$ cat src/slab_point_locate_count_core_assert.svh
// assertion helpers, all clocked on clk and held off while arst_n is low
`ifndef SLAB_POINT_LOCATE_COUNT_CORE_ASSERT_SVH
`define SLAB_POINT_LOCATE_COUNT_CORE_ASSERT_SVH

// condition holds at every edge
`define SLPC_ALWAYS(label, cond, msg) \
	label: assert property (@(posedge clk) disable iff (!arst_n) (cond)) else $error(msg);

// same-cycle implication
`define SLPC_IMPLY(label, ante, cons, msg) \
	label: assert property (@(posedge clk) disable iff (!arst_n) (ante) |-> (cons)) \
		else $error(msg);

// next-cycle implication
`define SLPC_NEXT(label, ante, cons, msg) \
	label: assert property (@(posedge clk) disable iff (!arst_n) (ante) |=> (cons)) \
		else $error(msg);

`endif

$ cat src/slpc_pkg.sv
package slpc_pkg;

	localparam int unsigned MAX_LINES_DEF  = 1024;
	localparam int unsigned COUNT_BITS_DEF = 16;

	localparam int COORD_W   = 24;
	localparam int DIFF_W    = COORD_W + 1;
	localparam int PROD_W    = 2 * DIFF_W;
	localparam int BIN_W     = 10;
	localparam int CNT_OUT_W = 16;
	localparam int CFG_IDX_W = 2;
	localparam int LINE_W    = 2 * COORD_W;

	typedef enum logic [1:0] {
		REQ_LOAD   = 2'd0,
		REQ_LOCATE = 2'd1,
		REQ_READ   = 2'd2,
		REQ_CLEAR  = 2'd3
	} slpc_req_t;

	typedef enum logic [1:0] {
		STATUS_OK    = 2'd0,
		STATUS_FULL  = 2'd1,
		STATUS_RANGE = 2'd2
	} slpc_status_t;

	typedef enum logic [CFG_IDX_W-1:0] {
		CFG_BOX_LEFT  = 2'd0,
		CFG_BOX_RIGHT = 2'd1,
		CFG_Y_TOP     = 2'd2,
		CFG_Y_BOTTOM  = 2'd3
	} slpc_cfg_idx_t;

	typedef enum logic [3:0] {
		ST_CLEAR,
		ST_IDLE,
		ST_PROBE_ADDR,
		ST_PROBE_MUL1,
		ST_PROBE_MUL2,
		ST_PROBE_CMP,
		ST_CNT_READ,
		ST_CNT_UPD,
		ST_EMIT
	} slpc_state_t;

	typedef struct packed {
		logic [1:0]                req_type;
		logic signed [COORD_W-1:0] upper_x;
		logic signed [COORD_W-1:0] lower_x;
		logic signed [COORD_W-1:0] point_x;
		logic signed [COORD_W-1:0] point_y;
		logic [BIN_W-1:0]          bin_select;
	} slpc_in_t;

	typedef struct packed {
		logic [BIN_W-1:0]     bin;
		logic [CNT_OUT_W-1:0] bin_count;
		logic [1:0]           status;
	} slpc_out_t;

	typedef struct packed {
		logic signed [COORD_W-1:0] top_x;
		logic signed [COORD_W-1:0] bottom_x;
	} slpc_line_t;

	// control of the shared multiplier
	typedef struct packed {
		logic mul;     // capture a*b into the product register
		logic second;  // move the previous product aside for the final compare
	} slpc_mul_cmd_t;

endpackage

$ cat src/slpc_cross.sv
module slpc_cross (
	input  logic                                   clk,
	input  slpc_pkg::slpc_mul_cmd_t                cmd,
	input  logic signed [slpc_pkg::DIFF_W-1:0]     a,
	input  logic signed [slpc_pkg::DIFF_W-1:0]     b,
	output logic                                   left
);

	import slpc_pkg::*;

	logic signed [PROD_W-1:0] prod_q;
	logic signed [PROD_W-1:0] first_q;
	logic [PROD_W:0]          diff;

	always_ff @(posedge clk) begin
		if (cmd.mul) begin
			prod_q <= a * b;
		end
		if (cmd.second) begin
			first_q <= prod_q;
		end
	end

	// first product minus second, strictly positive
	assign diff = {first_q[PROD_W-1], first_q} - {prod_q[PROD_W-1], prod_q};
	assign left = !diff[PROD_W] && (diff != '0);

endmodule

$ cat config.mk
export PLATFORM = sky130hd
export DESIGN_NAME = slpc_cross
export DESIGN_NICKNAME = d
export VERILOG_FILES = /design/src/slab_point_locate_count_core_assert.svh /design/src/slpc_pkg.sv /design/src/slpc_cross.sv
export SDC_FILE = /design/constraint.sdc
export NUM_CORES = 2
export LEC_CHECK = 0
export BUFFER_PORTS_ARGS = -buffer_cell sky130_fd_sc_hd__buf_4
export CAP_MARGIN = 20
export CORE_MARGIN = 10
export CORE_UTILIZATION = 65
export CTS_CLUSTER_SIZE = 10
export DETAILED_ROUTE_END_ITERATION = 6
export PLACE_DENSITY_LB_ADDON = 0.2
export SLEW_MARGIN = 20
export SYNTH_ARGS = -nofsm -noshare
export SYNTH_HDL_FRONTEND = slang
export SYNTH_SLANG_ARGS = --single-unit
$ cat constraint.sdc
create_clock -name clk -period 12.05 [get_ports clk]
set_input_delay 2.41 -clock clk [delete_from_list [all_inputs] [get_ports clk]]
set_output_delay 2.41 -clock clk [all_outputs]
set_load 0.02 [all_outputs]
# ---- Yosys cells after proc, flatten, opt, wreduce, memory -nomap -nowiden
# Cells that the tools add are included.
dict set report totals {
  wordCells 7
  reg_bits 100
}
dict set report classes {
  multipliers 1
  addsub 1
  n_reduce_logical 3
}
# operator n
set op_table {}
lappend op_table {{nonzero test 51 bit} 1}
lappend op_table {{subtractor 50 x 50 -> 51 bit} 1}
lappend op_table {{multiplier 25 x 25 -> 50 bit} 1}
lappend op_table {{logical AND 1 bit} 1}
lappend op_table {{zero test 1 bit} 1}

# ---- Logic depth before layout (Yosys ltp)
dict set report depth {
  ltp_word 3
  depth_mapped 28
  ltp_nobuf 27
}

# ---- Worst setup path before layout
# Ideal clock, no wire load.
dict set report synth_path {
  path_kind {input to register}
  start {in a[24] in the netlist's numbering}
  end {reg prod_q[46] (data pin)}
  setup_slack_ns 2.925
  cell_stages 26
  required_ns 11.788
  arrival_ns 8.862
  setup_ns 0.262
  cell_sequence {clkbuf_1 nand2_1 inv_1 fa_1 inv_1 fa_1 inv_1 fa_1 fa_1 fa_1 fa_1 inv_1 fa_1 inv_1 ha_1 a21o_1 a21o_1 a21o_1 a21o_1 a21o_1 nand3_1 o21ai_0 a31o_2 a21oi_1 mux2i_1 nand3_1}
}
dict set report synth_via {
  elab_chain_len 1
}
# item line
set synth_lines {}
lappend synth_lines {{start: declaration} slpc_cross.sv:4} ;# input logic signed [slpc_pkg::DIFF_W-1:0] a,
lappend synth_lines {{multiplier 25 x 25 -> 50 bit} slpc_cross.sv:17} ;# prod_q <= a * b;
lappend synth_lines {{end signal: assignment} slpc_cross.sv:17}
lappend synth_lines {{end: declaration} slpc_cross.sv:11} ;# logic signed [PROD_W-1:0] prod_q;
# Every way passes these cells.
# A chain may end at the register's enable or synchronous reset.

# ---- Worst setup path after layout
dict set report layout_path {
  start {in b[1] in the netlist's numbering}
  end {reg prod_q[46] (data pin)}
}
dict set report layout_via {
  elab_chain_len 1
}
# item line
set layout_lines {}
lappend layout_lines {{start: declaration} slpc_cross.sv:5} ;# input logic signed [slpc_pkg::DIFF_W-1:0] b,
lappend layout_lines {{multiplier 25 x 25 -> 50 bit} slpc_cross.sv:17}
# Every way passes these cells.

==> results.ini <==
[route]
routed_wl_um=76500
drc=0
vias=21500
dr.pass1.iters=7
viasPerCell=5.85
wl_per_cell_um=20.8
postRouteAntennaNets=0
drt_iter0_drc=1583

[global_route]
grtUsageTotal_pct=29.3
grt_max_degree=51
gr-total-overflow=0
antenna_found_initial=1
first_global_vias=23700
grt_pass1_wl_um=124000

[die]
io_pins=54
die_w_um=233
die_h_um=233
initial_utilization_pct=65.4
num_rows=78
dieArea_um2=54300
core_um2=45100

[finish]
syn_to_final_growth_pct=2.84
fin_cells=3675
drive_above_1_share_pct=3.35
nets=3972

[synth]
synth_top_family_by_area=adder cells
synth_seq_cells=100
netlist_area_um2=29500
ys_top_cells_by_area=fa_1, edfxtp_1, inv_1, ha_1, and2_1
synth_compound_area_share_pct=7.98
synth_fa_ha_area_share_pct=52.8
synth_cell_types=79
async_flop_share_pct=0
synth-edff-count=100
syn-num-nets=4039
synthMuxAreaShare_pct=0.280
ys_seq_area_share_pct=10.2
yosysMostFrequentCell=inv_1
avgSynthCellArea_um2=9.41
synth_top_cells_by_count=inv_1, fa_1, nand2_1
synthCells=3136
ys_warn_count=0
synth-xor-area-share_pct=2.35
yosys.area.top_type_share_pct=44.7
yosysTopAreaCell=fa_1
synth_ff_type=edfxtp_1
yosys.area_share.simple_pct=15.1

[clock_network]
cts_tree=done
cts_resized=0
cts_sinks=100
root_buffer=clkbuf_16
clk_path_buf_depth=2
hold_buffers=0
clkLatencyLatePin_ps=360
cts_buffers=9
htreeDepth=3
clk_pin_slew_ps=90
postCtsSetupRepairBufs=0

[hold_path]
worstHoldPathType=register to register

[timing]
fin_skew_ps=12.3
rsz0062_at_grt=false
tightest_slew_ps=890
relSlewSlack_pct=40.5
finalSetupTns_ps=0
finalSetupViolCount=0
slew_violations=0
fin_crit_sh_pct=78.4
clock.fmax_mhz=106
hold_viol_final=0
timing.final.crit_period_ps=9450

[place]
place_congestion=0.925
hpwl_um=61100
port_buffers=53
dp.cells=3658

[setup_path]
required_ps=12150
crit_buf_inv=4
cpMaxStageDelayCell=fa_1
slowest_delay_ps=940
cp_top_family=adder cells
path_class=input pin to register
cp-start-kind=input pin
setup.worst_path.end_class=register
crit_path_frequent_cell=fa_1
arrival_ps=9560
cp_max_fo=25
path_cells=buf_4 > nand2_1 > inv_1 > fa_1 > inv_1 > fa_1 > fa_1 > inv_1 > fa_1 > fa_1 > fa_1 > fa_1 > ha_1 > a21oi_1 > o21bai_1 > a21o_1 > a21oi_1 > o21ai_0 > a31o_2 > a21oi_1 > mux2i_1 > nand3_1

[job]
maxCapViolations=0

[outcome]
outcome=completed

## state kept, by name (all words and copies together), names as in the netlist
signal,count
first_q,50
prod_q,50
## cell type report
cell class / instances / area (um^2)
multi-input combinational: 2186 / 23200
fill: 3722 / 14700
sequential: 100 / 3000
inverter: 717 / 2690
tap: 600 / 751
timing repair buffer: 55 / 413
clock buffer: 9 / 225
clock inverter: 7 / 81.3
antenna: 1 / 2.50
## kinds of logic after synthesis
| group | count (synthesis) |
|---|---|
| AND/OR/NAND/NOR | 894 |
| buffers and inverters | 850 |
| adder cells (fa/ha/maj) | 850 |
| AO/OA/AOI/OAI | 355 |
| flip-flops | 100 |
| XOR/XNOR | 79 |
| multiplexers | 8 |
## stage by stage
stage	utilization, %	hold WS, ps	worst slack (ps)	instance area [um^2]
after detailed placement	66.6	437	2220	30000
after CTS	67.3	453	2590	30300
final	67.3	446	2600	30300
after global routing	67.3	459	2250	30300
after floorplan	-	426	2930	29500
after global placement	66.6	436	2280	30000
## path summary, 6_finish.rpt
kind | from | end | slack, ps | cells after the start
max | b[1] | prod_q[46]$_DFFE_PP_ | 2600 | 22
min | prod_q[44]$_DFFE_PP_ | first_q[44]$_DFFE_PP_ | 450 | 0
max reg2reg | prod_q[16]$_DFFE_PP_ | first_q[16]$_DFFE_PP_ | 11300 | 0
min reg2reg | prod_q[44]$_DFFE_PP_ | first_q[44]$_DFFE_PP_ | 450 | 0
## per-layer routing
metal | vias to the layer above | GRT usage, % | part of all wire (%) | wire [um]
li1 | 9428 | - | - | -
met1 | 11000 | 36.4 | 39 | 29700
met2 | 862 | 50.7 | 50 | 38400
met3 | 222 | 4.67 | 6.8 | 5210
met4 | 2 | 10.8 | 4.2 | 3190
met5 | - | 0 | 0.017 | 13
## layout by cell type (no fill, tap or decap), types with 7 or more instances in the layout
| master | instances |
|---|---|
| inv_1 | 716 |
| fa_1 | 659 |
| nand2_1 | 350 |
| and2_1 | 312 |
| ha_1 | 191 |
| a21oi_1 | 106 |
| edfxtp_1 | 100 |
| nor2_1 | 93 |
| xnor2_1 | 61 |
| o21ai_0 | 60 |
| buf_4 | 55 |
| a21o_1 | 48 |
| nand3_1 | 35 |
| nor3_1 | 20 |
| nand2b_1 | 18 |
| nand4_1 | 18 |
| xor2_1 | 18 |
| a31oi_1 | 16 |
| o21a_1 | 13 |
| o31ai_1 | 13 |
| a211oi_1 | 13 |
| o211ai_1 | 12 |
| o21bai_1 | 10 |
| clkbuf_16 | 9 |
| and3_1 | 8 |
| nor4_1 | 7 |
Power is not shown: default switching activity piles up to over one toggle a cycle in this logic, so the estimate is an artifact.
